==> src/design/xrp_pkg.sv <==
package xrp_pkg;

    // operation codes
    localparam logic [1:0] OP_RESEED = 2'd0;
    localparam logic [1:0] OP_RAW    = 2'd1;
    localparam logic [1:0] OP_RANGED = 2'd2;

    // generator and finalizer constants
    localparam logic [63:0] MIX_ADD  = 64'h9E37_79B9_7F4A_7C15;
    localparam logic [63:0] MIX_MUL1 = 64'hBF58_476D_1CE4_E5B9;
    localparam logic [63:0] MIX_MUL2 = 64'h94D0_49BB_1331_11EB;
    localparam logic [63:0] MIX_ZERO = 64'h18A2_70F2_4D80_907B;
    localparam int SH_A    = 23;
    localparam int SH_B    = 18;
    localparam int SH_C    = 5;
    localparam int MIX_SH1 = 30;
    localparam int MIX_SH2 = 27;
    localparam int MIX_SH3 = 31;

    // reset values of the generator words
    localparam logic [63:0] STATE_A_INIT = 64'd0;
    localparam logic [63:0] STATE_B_INIT = 64'd1;

    // shared unit sizing
    localparam int WORD_W      = 64;
    localparam int MUL_DIGIT_W = 8;
    localparam int MUL_STEPS   = WORD_W / MUL_DIGIT_W;
    localparam int MUL_CNT_W   = $clog2(MUL_STEPS);
    localparam int DIV_CNT_W   = $clog2(WORD_W);

    typedef struct packed {
        logic [1:0]         op;
        logic [63:0]        seed_value;
        logic signed [63:0] range_start;
        logic signed [63:0] range_end;
    } req_item_t;

    typedef struct packed {
        logic [63:0]        raw_value;
        logic signed [63:0] ranged_value;
        logic               range_error;
    } rsp_item_t;

    // request to an iterative unit
    typedef struct packed {
        logic        start;
        logic [63:0] lhs;
        logic [63:0] rhs;
    } unit_req_t;

    // status of an iterative unit
    typedef struct packed {
        logic busy;
        logic done;
    } unit_sts_t;

endpackage

==> src/design/xrp_req_if.sv <==
interface xrp_req_if;
    import xrp_pkg::*;

    logic      valid;
    logic      ready;
    req_item_t item;

    modport source (output valid, output item, input ready);
    modport sink (input valid, input item, output ready);
endinterface

==> src/design/xrp_rsp_if.sv <==
interface xrp_rsp_if;
    import xrp_pkg::*;

    logic      valid;
    logic      ready;
    rsp_item_t item;

    modport source (output valid, output item, input ready);
    modport sink (input valid, input item, output ready);
endinterface

==> src/design/xorshift128p_prng_with_range.sv <==
// xorshift128+ generator with a reseed op, a raw 64-bit op and a ranged op that
// maps the sum into an inclusive signed interval. One request beat gives one
// response beat; requests are taken only while the sequencer is idle, and the
// response sits in an output register so the next request can enter while it
// waits. A ranged op whose start is above its end flags range_error. Ranged ops
// other than a full-width range reduce the sum with the restoring divider,
// which forms one quotient bit per cycle. A reseed runs two finalizer passes,
// each with two 64-bit products from a shared multiplier that takes 8 bits of
// the multiplier per cycle.
module xorshift128p_prng_with_range (
    input logic      clk,
    input logic      rst_n,
    xrp_req_if.sink  req,
    xrp_rsp_if.source rsp
);
    import xrp_pkg::*;

    localparam logic [2:0] ST_IDLE  = 3'd0;
    localparam logic [2:0] ST_EXEC  = 3'd1;
    localparam logic [2:0] ST_MIX   = 3'd2;
    localparam logic [2:0] ST_MUL1  = 3'd3;
    localparam logic [2:0] ST_MUL2  = 3'd4;
    localparam logic [2:0] ST_DIV   = 3'd5;
    localparam logic [2:0] ST_ADD   = 3'd6;
    localparam logic [2:0] ST_DONE  = 3'd7;

    logic [2:0]  state_reg, state_next;
    logic [63:0] a_reg, a_next;
    logic [63:0] b_reg, b_next;
    logic        phase_reg, phase_next;
    logic        out_valid_reg, out_valid_next;
    req_item_t   item_reg, item_next;
    rsp_item_t   res_reg, res_next;
    rsp_item_t   out_reg, out_next;
    logic [63:0] mix_x_reg, mix_x_next;
    logic [63:0] addend_reg, addend_next;

    unit_req_t   mul_req;
    unit_sts_t   mul_sts;
    logic [63:0] mul_prod;
    unit_req_t   div_req;
    unit_sts_t   div_sts;
    logic [63:0] div_rem;

    logic [63:0] adv_t1, adv_t2, adv_t, adv_sum;
    logic [63:0] span;
    logic [63:0] mix_v;
    logic [63:0] mix_fin;
    logic [63:0] ranged_sum;

    xrp_mul u_mul (
        .clk     (clk),
        .rst_n   (rst_n),
        .req     (mul_req),
        .sts     (mul_sts),
        .product (mul_prod)
    );

    xrp_div u_div (
        .clk       (clk),
        .rst_n     (rst_n),
        .req       (div_req),
        .sts       (div_sts),
        .remainder (div_rem)
    );

    // generator advance
    assign adv_t1  = a_reg ^ (a_reg << SH_A);
    assign adv_t2  = adv_t1 ^ (adv_t1 >> SH_B);
    assign adv_t   = adv_t2 ^ b_reg ^ (b_reg >> SH_C);
    assign adv_sum = adv_t + b_reg;

    // range width, wraps to zero for the full 64-bit range
    assign span = $unsigned(item_reg.range_end) - $unsigned(item_reg.range_start) + 64'd1;

    // finalizer pieces around the shared multiplier
    assign mix_v      = mix_x_reg + MIX_ADD;
    assign mix_fin    = mul_prod ^ (mul_prod >> MIX_SH3);
    assign ranged_sum = $unsigned(item_reg.range_start) + addend_reg;

    assign req.ready = (state_reg == ST_IDLE);
    assign rsp.valid = out_valid_reg;
    assign rsp.item  = out_reg;

    // sequencer
    always_comb
    begin
        state_next     = state_reg;
        a_next         = a_reg;
        b_next         = b_reg;
        phase_next     = phase_reg;
        item_next      = item_reg;
        res_next       = res_reg;
        out_next       = out_reg;
        mix_x_next     = mix_x_reg;
        addend_next    = addend_reg;
        out_valid_next = out_valid_reg && !rsp.ready;
        mul_req        = '{start: 1'b0, lhs: mix_v ^ (mix_v >> MIX_SH1), rhs: MIX_MUL1};
        div_req        = '{start: 1'b0, lhs: adv_sum, rhs: span};

        unique case (state_reg)
            ST_IDLE:
            begin
                if (req.valid)
                begin
                    item_next  = req.item;
                    state_next = ST_EXEC;
                end
            end
            ST_EXEC:
            begin
                case (item_reg.op)
                    OP_RESEED:
                    begin
                        mix_x_next = item_reg.seed_value + a_reg;
                        phase_next = 1'b0;
                        state_next = ST_MIX;
                    end
                    OP_RAW:
                    begin
                        a_next     = b_reg;
                        b_next     = adv_t;
                        res_next   = '{raw_value: adv_sum, ranged_value: '0, range_error: 1'b0};
                        state_next = ST_DONE;
                    end
                    OP_RANGED:
                    begin
                        if (item_reg.range_start > item_reg.range_end)
                        begin
                            res_next   = '{raw_value: '0, ranged_value: '0, range_error: 1'b1};
                            state_next = ST_DONE;
                        end
                        else
                        begin
                            a_next   = b_reg;
                            b_next   = adv_t;
                            res_next = '{raw_value: adv_sum, ranged_value: '0,
                                         range_error: 1'b0};
                            if (span == 64'd0)
                            begin
                                // full range, sum added unreduced
                                addend_next = adv_sum;
                                state_next  = ST_ADD;
                            end
                            else
                            begin
                                div_req.start = 1'b1;
                                state_next    = ST_DIV;
                            end
                        end
                    end
                    default:
                    begin
                        res_next   = '0;
                        state_next = ST_DONE;
                    end
                endcase
            end
            ST_MIX:
            begin
                mul_req.start = 1'b1;
                state_next    = ST_MUL1;
            end
            ST_MUL1:
            begin
                if (mul_sts.done)
                begin
                    mul_req    = '{start: 1'b1, lhs: mul_prod ^ (mul_prod >> MIX_SH2),
                                   rhs: MIX_MUL2};
                    state_next = ST_MUL2;
                end
            end
            ST_MUL2:
            begin
                if (mul_sts.done)
                begin
                    if (!phase_reg)
                    begin
                        b_next     = (mix_fin == 64'd0) ? MIX_ZERO : mix_fin;
                        mix_x_next = item_reg.seed_value;
                        phase_next = 1'b1;
                        state_next = ST_MIX;
                    end
                    else
                    begin
                        a_next     = (mix_fin == 64'd0) ? MIX_ZERO : mix_fin;
                        res_next   = '0;
                        state_next = ST_DONE;
                    end
                end
            end
            ST_DIV:
            begin
                if (div_sts.done)
                begin
                    addend_next = div_rem;
                    state_next  = ST_ADD;
                end
            end
            ST_ADD:
            begin
                res_next.ranged_value = $signed(ranged_sum);
                state_next            = ST_DONE;
            end
            ST_DONE:
            begin
                if (!out_valid_reg || rsp.ready)
                begin
                    out_next       = res_reg;
                    out_valid_next = 1'b1;
                    state_next     = ST_IDLE;
                end
            end
            default:
            begin
                state_next = ST_IDLE;
            end
        endcase
    end

    // control and generator state
    always_ff @(posedge clk or negedge rst_n)
    begin
        if (!rst_n)
        begin
            state_reg     <= ST_IDLE;
            a_reg         <= STATE_A_INIT;
            b_reg         <= STATE_B_INIT;
            phase_reg     <= 1'b0;
            out_valid_reg <= 1'b0;
        end
        else
        begin
            state_reg     <= state_next;
            a_reg         <= a_next;
            b_reg         <= b_next;
            phase_reg     <= phase_next;
            out_valid_reg <= out_valid_next;
        end
    end

    // payload
    always_ff @(posedge clk)
    begin
        item_reg   <= item_next;
        res_reg    <= res_next;
        out_reg    <= out_next;
        mix_x_reg  <= mix_x_next;
        addend_reg <= addend_next;
    end
endmodule

==> src/design/xrp_mul.sv <==
module xrp_mul (
    input  logic               clk,
    input  logic               rst_n,
    input  xrp_pkg::unit_req_t req,
    output xrp_pkg::unit_sts_t sts,
    output logic [63:0]        product
);
    import xrp_pkg::*;

    logic                 busy_reg, busy_next;
    logic                 done_reg, done_next;
    logic [MUL_CNT_W-1:0] cnt_reg, cnt_next;
    logic [63:0]          acc_reg, acc_next;
    logic [63:0]          a_sh_reg, a_sh_next;
    logic [63:0]          b_sh_reg, b_sh_next;
    logic [63+MUL_DIGIT_W:0] part;

    // one digit of the multiplier per cycle, low product bits only
    assign part = a_sh_reg * b_sh_reg[MUL_DIGIT_W-1:0];

    always_comb
    begin
        busy_next = busy_reg;
        done_next = 1'b0;
        cnt_next  = cnt_reg;
        acc_next  = acc_reg;
        a_sh_next = a_sh_reg;
        b_sh_next = b_sh_reg;
        if (req.start)
        begin
            busy_next = 1'b1;
            cnt_next  = '0;
            acc_next  = '0;
            a_sh_next = req.lhs;
            b_sh_next = req.rhs;
        end
        else if (busy_reg)
        begin
            acc_next  = acc_reg + part[63:0];
            a_sh_next = a_sh_reg << MUL_DIGIT_W;
            b_sh_next = b_sh_reg >> MUL_DIGIT_W;
            cnt_next  = cnt_reg + 1'b1;
            if (cnt_reg == MUL_CNT_W'(MUL_STEPS - 1))
            begin
                busy_next = 1'b0;
                done_next = 1'b1;
            end
        end
    end

    // control
    always_ff @(posedge clk or negedge rst_n)
    begin
        if (!rst_n)
        begin
            busy_reg <= 1'b0;
            done_reg <= 1'b0;
            cnt_reg  <= '0;
        end
        else
        begin
            busy_reg <= busy_next;
            done_reg <= done_next;
            cnt_reg  <= cnt_next;
        end
    end

    // datapath
    always_ff @(posedge clk)
    begin
        acc_reg  <= acc_next;
        a_sh_reg <= a_sh_next;
        b_sh_reg <= b_sh_next;
    end

    assign sts.busy = busy_reg;
    assign sts.done = done_reg;
    assign product  = acc_reg;
endmodule

==> src/design/xrp_div.sv <==
module xrp_div (
    input  logic               clk,
    input  logic               rst_n,
    input  xrp_pkg::unit_req_t req,
    output xrp_pkg::unit_sts_t sts,
    output logic [63:0]        remainder
);
    import xrp_pkg::*;

    logic                 busy_reg, busy_next;
    logic                 done_reg, done_next;
    logic [DIV_CNT_W-1:0] cnt_reg, cnt_next;
    logic [63:0]          rem_reg, rem_next;
    logic [63:0]          num_reg, num_next;
    logic [63:0]          den_reg, den_next;
    logic [64:0]          trial;
    logic [64:0]          diff;

    // restoring division, one quotient bit per cycle
    assign trial = {rem_reg, num_reg[63]};
    assign diff  = trial - {1'b0, den_reg};

    always_comb
    begin
        busy_next = busy_reg;
        done_next = 1'b0;
        cnt_next  = cnt_reg;
        rem_next  = rem_reg;
        num_next  = num_reg;
        den_next  = den_reg;
        if (req.start)
        begin
            busy_next = 1'b1;
            cnt_next  = '0;
            rem_next  = '0;
            num_next  = req.lhs;
            den_next  = req.rhs;
        end
        else if (busy_reg)
        begin
            rem_next = diff[64] ? trial[63:0] : diff[63:0];
            num_next = num_reg << 1;
            cnt_next = cnt_reg + 1'b1;
            if (cnt_reg == DIV_CNT_W'(WORD_W - 1))
            begin
                busy_next = 1'b0;
                done_next = 1'b1;
            end
        end
    end

    // control
    always_ff @(posedge clk or negedge rst_n)
    begin
        if (!rst_n)
        begin
            busy_reg <= 1'b0;
            done_reg <= 1'b0;
            cnt_reg  <= '0;
        end
        else
        begin
            busy_reg <= busy_next;
            done_reg <= done_next;
            cnt_reg  <= cnt_next;
        end
    end

    // datapath
    always_ff @(posedge clk)
    begin
        rem_reg <= rem_next;
        num_reg <= num_next;
        den_reg <= den_next;
    end

    assign sts.busy = busy_reg;
    assign sts.done = done_reg;
    assign remainder = rem_reg;
endmodule
==> src/flat_wrapper.sv <==
// flat-port wrapper written by rule: the top's interface ports become plain ports
module xorshift128p_prng_with_range_flat import xrp_pkg::*;
  (clk, rst_n, req_valid, req_item, req_ready, rsp_valid, rsp_item, rsp_ready);
  xrp_req_if req_i ();
  xrp_rsp_if rsp_i ();
  input logic clk;
  input logic rst_n;
  input wire logic [$bits(req_i.valid)-1:0] req_valid;
  input wire logic [$bits(req_i.item)-1:0] req_item;
  output wire logic [$bits(req_i.ready)-1:0] req_ready;
  output wire logic [$bits(rsp_i.valid)-1:0] rsp_valid;
  output wire logic [$bits(rsp_i.item)-1:0] rsp_item;
  input wire logic [$bits(rsp_i.ready)-1:0] rsp_ready;
  assign req_i.valid = req_valid;
  assign req_i.item = req_item;
  assign req_ready = req_i.ready;
  assign rsp_valid = rsp_i.valid;
  assign rsp_item = rsp_i.item;
  assign rsp_i.ready = rsp_ready;
  xorshift128p_prng_with_range u_core (.clk(clk), .rst_n(rst_n), .req(req_i), .rsp(rsp_i));
endmodule
==> config.mk <==
export PLATFORM = sky130hd
export DESIGN_NAME = xorshift128p_prng_with_range_flat
export DESIGN_NICKNAME = d
export VERILOG_FILES = /design/src/design/xrp_pkg.sv /design/src/design/xrp_req_if.sv /design/src/design/xrp_rsp_if.sv /design/src/design/xorshift128p_prng_with_range.sv /design/src/design/xrp_mul.sv /design/src/design/xrp_div.sv /design/src/flat_wrapper.sv
export SDC_FILE = /design/constraint.sdc
export NUM_CORES = 2
export LEC_CHECK = 0
export ABC_AREA = 1
export BUFFER_PORTS_ARGS = -buffer_cell sky130_fd_sc_hd__buf_2
export CORE_ASPECT_RATIO = 0.7
export CORE_MARGIN = 4
export CORE_UTILIZATION = 29
export DETAILED_ROUTE_END_ITERATION = 12
export PLACE_DENSITY = 0.45
export SLEW_MARGIN = 10
export SYNTH_ARGS = -nofsm -noshare
export SYNTH_HDL_FRONTEND = slang
export SYNTH_SLANG_ARGS = --single-unit
==> constraint.sdc <==
create_clock -name clk -period 23 [get_ports clk]
set_input_delay 2.3 -clock clk [delete_from_list [all_inputs] [get_ports clk]]
set_output_delay 2.3 -clock clk [all_outputs]
set_load 0.02 [all_outputs]
=== Yosys cells after proc, flatten, opt, wreduce, memory -nomap -nowiden ===
Cells that the tools add are included.

* Flip-flop bits (word level): 1110
* Output and inout bits: 131
* Input bits: 198

* Order comparisons: 1
* Equality and inequality tests: 25
* Reduce and logical (&&, ||, !) cells: 23
* Add/sub/neg operators: 10
* Muxes and demuxes: 72
* Multipliers: 1
* Bitwise operators: 7

{| class="wikitable"
|+ Operators by type and width
! kind !! number
|-
| 64-bit two-way mux || 21
|-
| 64-bit case mux with 2 select lines || 7
|-
| 129-bit two-way mux || 4
|-
| 129-bit case mux with 3 select lines || 1
|-
| 64-bit adder || 4
|-
| 64-bit case mux with 3 select lines || 1
|-
| 64-bit logical NOT || 2
|-
| 128-bit two-way mux || 1
|-
| 64-bit XOR || 2
|-
| 65-bit by 64-bit subtractor with 65-bit output || 1
|-
| 64-bit by 1-bit adder with 64-bit output, second input constant || 1
|-
| 64-bit adder, second input constant || 1
|-
| 64-bit > comparator || 1
|-
| 64-bit by 8-bit multiplier with 64-bit output || 1
|-
| 64-bit subtractor || 1
|-
| 64-bit by 33-bit XOR with 64-bit output || 1
|-
| 64-bit by 34-bit XOR with 64-bit output || 1
|-
| 64-bit by 37-bit XOR with 64-bit output || 1
|-
| 64-bit by 46-bit XOR with 64-bit output || 1
|-
| 64-bit by 59-bit XOR with 64-bit output || 1
|-
| 3-bit two-way mux || 8
|-
| 3-bit case mux with 8 select lines || 1
|-
| 1-bit two-way mux || 20
|-
| 5-bit AND reduction || 4
|-
| other kinds (25) || 52
|}

=== Logic depth before layout (Yosys ltp) ===
* Depth in word-level cells: 9
* Depth in mapped cells: 28
* Gate-level depth less buffers: 26

=== By module ===
Synthesis repeated with hierarchy kept, for this count alone.

* Cell total of the unflattened synthesis: 13087
* Area total of the unflattened synthesis: 94632.0 µm²

{| class="wikitable"
|+ By module, submodules not included
! module !! cells each !! area each (µm²) !! sequential area each (µm²) !! instances
|-
| xorshift128p_prng_with_range || 6999 || 53047.1 || 20746.1 || 1
|-
| xrp_mul || 3802 || 27009.7 || 5250.0 || 1
|-
| xrp_div || 2286 || 14575.2 || 5325.1 || 1
|}

=== Worst setup path after synthesis ===
OpenSTA, ideal clock, no wires.

* Path type: input to register
* Start: input req_valid
* End: register u_core.item_reg[0] (netlist bit) (enable)
* Path buffers: 0
* Setup slack: 6.696 ns
* Setup time: 0.985 ns
* Data arrival time: 15.319 ns
* Stages: 2
* Path through: inv_1 > nor3_1

* Word-level cells in the longest chain between the ends: 1

{| class="wikitable"
|+ Ends and longest elaborated chain
! what !! RTL line !! text
|-
| from (decl) || flat_wrapper.sv:8 || <nowiki>input wire logic [$bits(req_i.valid)-1:0] req_valid;</nowiki>
|-
| 2-bit AND reduction (no source line) || -- ||
|-
| to (signal assigned) || xorshift128p_prng_with_range.sv:245 || <nowiki>item_reg <= item_next;</nowiki>
|-
| to (decl) || xorshift128p_prng_with_range.sv:32 || <nowiki>req_item_t item_reg, item_next;</nowiki>
|}

No other way between the ends.
A chain may end at the register's enable or synchronous reset.

=== Worst setup path in the final report ===
* Start: register u_core.item_reg[65] (netlist bit)
* End: register u_core.u_div.num_reg[59], data pin

* Word-level cells in the longest chain between the ends: 8
* Elaborated cells on any way between the ends: 9
* Classes of those cells: 2 x add/sub; 1 x order compare; 5 x mux; 1 x reduce/logical

{| class="wikitable"
|+ Ends and longest elaborated chain
! what !! RTL line !! text
|-
| 64-bit subtractor || xorshift128p_prng_with_range.sv:74 || <nowiki>assign span = $unsigned(item_reg.range_end) - $unsigned(item_reg.range_start) + 64'd1;</nowiki>
|-
| 64-bit by 1-bit adder with 64-bit output || xorshift128p_prng_with_range.sv:74 ||
|-
| 64-bit logical NOT || xorshift128p_prng_with_range.sv:139 || <nowiki>if (span == 64'd0)</nowiki>
|-
| 1-bit two-way mux || xorshift128p_prng_with_range.sv:139 ||
|-
| 1-bit two-way mux * || xorshift128p_prng_with_range.sv:128 || <nowiki>if (item_reg.range_start > item_reg.range_end)</nowiki>
|-
| 1-bit two-way mux * || xorshift128p_prng_with_range.sv:112 || <nowiki>case (item_reg.op)</nowiki>
|-
| 1-bit two-way mux * || xorshift128p_prng_with_range.sv:101 || <nowiki>unique case (state_reg)</nowiki>
|-
| 64-bit two-way mux * || xrp_div.sv:31 || <nowiki>if (req.start)</nowiki>
|-
| via u_core.u_div.num_next[59] || xrp_div.sv:14 || <nowiki>logic [63:0] num_reg, num_next;</nowiki>
|-
| to (signal assigned) || xrp_div.sv:73 || <nowiki>num_reg <= num_next;</nowiki>
|-
| to (decl) || xrp_div.sv:14 ||
|}

The timed path passes the listed nets; every way through them passes the cells marked *.

==> results.txt <==
----------------------------------------------------
[Synth]
  Biggest area contributors in the synthesized netlist ... sky130_fd_sc_hd__edfxtp_1, sky130_fd_sc_hd__nand2_1, sky130_fd_sc_hd__inv_1
  Sequential cell area fraction in the yosys report ... 0.3444
  Count of state elements after synthesis ... 1,102
  Mean instance size in the synthesized netlist ... 7.680 um^2
  Synth Instances ... 11,750
  List of most frequent post-synthesis cells ... sky130_fd_sc_hd__nand2_1, sky130_fd_sc_hd__inv_1, sky130_fd_sc_hd__nor2_1
  Summed instance area of the synthesized netlist ... 90,240 um^2
  Fraction of synthesized cell area taken by the top area cell type ... 0.2755
  Async set-or-reset flop fraction in the synthesized netlist ... 0.1325
  Count of distinct cell types in the synthesized netlist ... 61
  Prevailing post-synth register cell ... sky130_fd_sc_hd__edfxtp_1
  Post-synth EDFFs ... 828
  Most numerous cell in the Yosys netlist ... sky130_fd_sc_hd__nand2_1
  Total number of yosys warnings ... 0
  Number of nets produced by synthesis ... 12,870
  Leading area contributor after synthesis ... sky130_fd_sc_hd__edfxtp_1

[Final layout]
  Flip-flop count of the largest register after layout ... 194
  Net count of the finished layout ... between 10,000 and 15,000
  Share of cells above drive strength 1 ... 0.06952
  P&R area growth vs syn ... 12.17%

[Run status]
  Run status ... finished, final reports clean

[Drt]
  Post-route DRC violation count ... 0
  Via count normalized by instance count ... 4.937
  Antenna violation net count after detailed routing ... 0
  DRT Wirelength ... 391.9 mm
  Total via count after detailed routing ... 80,320
  Final routed wire length divided by cell count ... 24.09 um
  DRC violation total after the first TritonRoute iteration ... 9,965
  DRT Pass-1 Iters ... 6

[Floorplan]
  Num rows ... 171
  Core ar. ... ~310,000 um^2
  Effective utilization at floorplan ... 0.2911
  Die X ... between 600 and 700 um
  DIE HEIGHT ... 474.7 um
  Number of I/O pins ... 329
  Die area ... between 300,000 and 400,000 um^2

[Placed design]
  Routability Congestion ... 0.9946
  Input/output buffers ... 328
  Post-placement worst setup slack ... about 16,000 ps
  HPWL Detailed ... 322.9 mm

[Clock tree]
  Clock tree root buffer cell ... sky130_fd_sc_hd__clkbuf_16
  Num CTS Buffers ... about 140
  Number of buffers added for setup after CTS ... 0
  H-tree Lvls ... 4
  Insertion delay of the later-clocked pin in the worst-skew pair ... between 800 and 900 ps
  Cts repair resizes ... 0
  CTS max path bufs ... 4
  # clock sinks ... ~1,100
  CTS tree ... done
  Clock transition at the registers of the reported paths ... 60 ps
  Count of hold buffers inserted by post-cts repair ... 0

[Pwr]
  Internal Power ... 3.455 mW
  Comb pwr share ... 0.006
  Peak supply drop ... 0.04984 mV
  Power share of the sequential group ... 0.476
  Power dissipated by switching net loads ... 0.9958 mW
  Share of total power consumed by net switching ... 0.2237
  Static leakage ... 47.48 nW
  Pwr Density ... 43.98 nW/um^2
  Share of power burned in the clock network ... 0.518

[Critical path]
  Number of cells on the worst reg-to-reg path ... 26
  Arrival time worst endpoint ... 7690 ps
  Worst R2R End ... u_core.u_div.num_reg[59]
  Worst path required time ... 23,650 ps
  Reg2Reg Setup Slack ... around 16,000 ps
  Start-to-end type of the worst setup path ... flip-flop to flip-flop
  Crit Path Max Fanout ... 64
  Kind of launch point of the worst setup path ... flip-flop
  FF-to-FF Start ... u_core.item_reg[65]
  Sort of element at the end of the critical path ... flip-flop

[GRT]
  First-pass GRT wire length ... approximately 560 mm
  Vias in the first global route ... 74,210
  Number of antenna violations at the first check in global routing ... 39
  Largest net degree at the start of global routing ... about 110
  Total GRT Usage ... 0.2392
  Global route overflow ... 0

[Timing]
  Max frequency ... 141.9 MHz
  Actual transition at the worst max-transition pin ... approximately 1300 ps
  Final Hold Vio Count ... 0
  Period Utilization, post-route ... 0.3064
  Setup-failing EPs final ... 0
  RSZ-0062 raised after global routing ... no
  Max-slew violation count ... 0
  Final critical path time including I/O delays and setup ... ~7000 ps
  Clock Skews ... 73.48 ps
  Post-route worst setup slack ... 15,950 ps
  Max-Slew Margin vs Limit ... 0.1306
  Setup TNS ... 0 ps

[Min path]
  Hold_sp ... u_core.res_reg[68]
  Hold Path End ... u_core.rsp.item[68]
  Type of the most critical hold path ... flip-flop to flip-flop
  Hold Crit Depth ... 0

[Run]
  Max-cap violation count ... 0

----------------------------------------------------
layout make-up:
cell class                 count  area, um^2
tap                         4152        5195
multi-input combinational   7976       49130
timing repair buffer         416        2308
clock buffer                 183        3906
inverter                    2354        8845
sequential                  1102       31080
fill                       33460      208800
clock inverter                66       699.4
antenna                       18       45.04
how the worst max path moves through the flow:
stage,slack [ps],startpoint,to
after global placement,16100,u_core.u_mul.b_sh_reg[1],u_core.u_mul.product[50]
after detailed placement,16150,u_core.u_mul.b_sh_reg[1],u_core.u_mul.product[50]
after CTS,16110,u_core.u_mul.b_sh_reg[1],u_core.u_mul.product[50]
after global routing,15460,u_core.item_reg[65],u_core.u_div.num_reg[55]
final,15950,u_core.item_reg[65],u_core.u_div.num_reg[59]
after floorplan,6700,req_valid,u_core.item_reg[0]
kinds of logic (layout without fill, tap and decap cells):
family,count (synthesis),after routing,synth area share
AND/OR/NAND/NOR,4503,4503,0.2039
buffers and inverters,2672,3019,0.1129
AO/OA/AOI/OAI,1987,1987,0.1217
flip-flops,1102,1102,0.3444
adder cells (fa/ha/maj),919,919,0.1620
XOR/XNOR,567,567,0.05512
other,0,18,0
power groups by stage:
stage	Combinational (mW)	Sequential (mW)	Clock (mW)
after floorplan	0.0000853	2.16	0
after global placement	0.0294	2.16	0
after detailed placement	0.0289	2.16	0
after CTS	0.0293	2.12	2.37
after global routing	0.0308	2.12	2.44
final	0.0277	2.12	2.31
layer usage:
| layer | GRT usage | part of all wire | vias to the layer above |
|---|---|---|---|
| met4 | 0.02821 | 0.010 | 16 |
| met3 | 0.06715 | 0.11 | 244 |
| met1 | 0.4060 | 0.53 | 38810 |
| met5 | 0 | 0.00024 | - |
| li1 | - | - | 37940 |
| met2 | 0.2890 | 0.35 | 3314 |
cell usage in the layout (no fill, tap or decap), types with 13 or more instances in the layout:
cell                        instances
sky130_fd_sc_hd__diode_2           18
sky130_fd_sc_hd__buf_2            327
sky130_fd_sc_hd__nand3_1          299
sky130_fd_sc_hd__xor2_1           329
sky130_fd_sc_hd__o211ai_1          73
sky130_fd_sc_hd__edfxtp_1         828
sky130_fd_sc_hd__inv_6             15
sky130_fd_sc_hd__o21a_1            52
sky130_fd_sc_hd__a21oi_1          749
sky130_fd_sc_hd__a211oi_1          13
sky130_fd_sc_hd__buf_4             88
sky130_fd_sc_hd__nor2_2            19
sky130_fd_sc_hd__clkbuf_16        149
sky130_fd_sc_hd__xnor2_1          233
sky130_fd_sc_hd__inv_2             71
sky130_fd_sc_hd__a21o_1            50
sky130_fd_sc_hd__a31oi_1          126
sky130_fd_sc_hd__a21boi_0          32
sky130_fd_sc_hd__nand3b_1          33
sky130_fd_sc_hd__fa_1             415
sky130_fd_sc_hd__or2_2             44
sky130_fd_sc_hd__nand4_1          123
sky130_fd_sc_hd__o21ai_0          772
sky130_fd_sc_hd__clkinv_2          13
sky130_fd_sc_hd__nand3_2           32
sky130_fd_sc_hd__nand2_1         2827
sky130_fd_sc_hd__o21bai_1          30
sky130_fd_sc_hd__inv_1           2277
sky130_fd_sc_hd__o221ai_1          21
sky130_fd_sc_hd__clkbuf_1          29
sky130_fd_sc_hd__nor2_1           950
sky130_fd_sc_hd__ha_1             504
sky130_fd_sc_hd__nor3_1            78
sky130_fd_sc_hd__dfrtp_1          144
sky130_fd_sc_hd__dfxtp_1          128
sky130_fd_sc_hd__nor4_1            48
critical path: stages, from the launching register on:
cell	delay, ps
sky130_fd_sc_hd__edfxtp_1	450
sky130_fd_sc_hd__ha_1	340
sky130_fd_sc_hd__inv_1	70
sky130_fd_sc_hd__ha_1	180
sky130_fd_sc_hd__fa_1	600
sky130_fd_sc_hd__nand3_1	180
sky130_fd_sc_hd__a21oi_1	200
sky130_fd_sc_hd__nand2_1	90
sky130_fd_sc_hd__nand2_2	140
sky130_fd_sc_hd__nand2_1	90
sky130_fd_sc_hd__nand2_1	250
sky130_fd_sc_hd__nand2_1	110
sky130_fd_sc_hd__nand2_1	240
sky130_fd_sc_hd__nand2_1	220
sky130_fd_sc_hd__nand2_1	170
sky130_fd_sc_hd__nand2_1	110
sky130_fd_sc_hd__nand2_1	140
sky130_fd_sc_hd__nand2_1	80
sky130_fd_sc_hd__nor2_1	160
sky130_fd_sc_hd__nand2_1	120
sky130_fd_sc_hd__nor2_2	210
sky130_fd_sc_hd__nand2_2	490
sky130_fd_sc_hd__nand3_4	610
sky130_fd_sc_hd__buf_4	600
sky130_fd_sc_hd__buf_4	650
sky130_fd_sc_hd__nand2_1	130
sky130_fd_sc_hd__nand2_1	100
stage by stage:
step                      hold WS, ps  total power, mW  area (um^2)    util  instances
after floorplan                 400.3            2.160        90240       -      11750
after global placement          400.6            2.189        96520  0.3113      16000
after detailed placement        404.5            2.189        96550  0.3114      16000
after CTS                       414.4            4.514       101200  0.3263      16250
after global routing            421.8            4.592       101200  0.3263      16250
final                           417.2            4.451       101200  0.3265      16270
No activity file was read; power rests on OpenSTA's default activity.
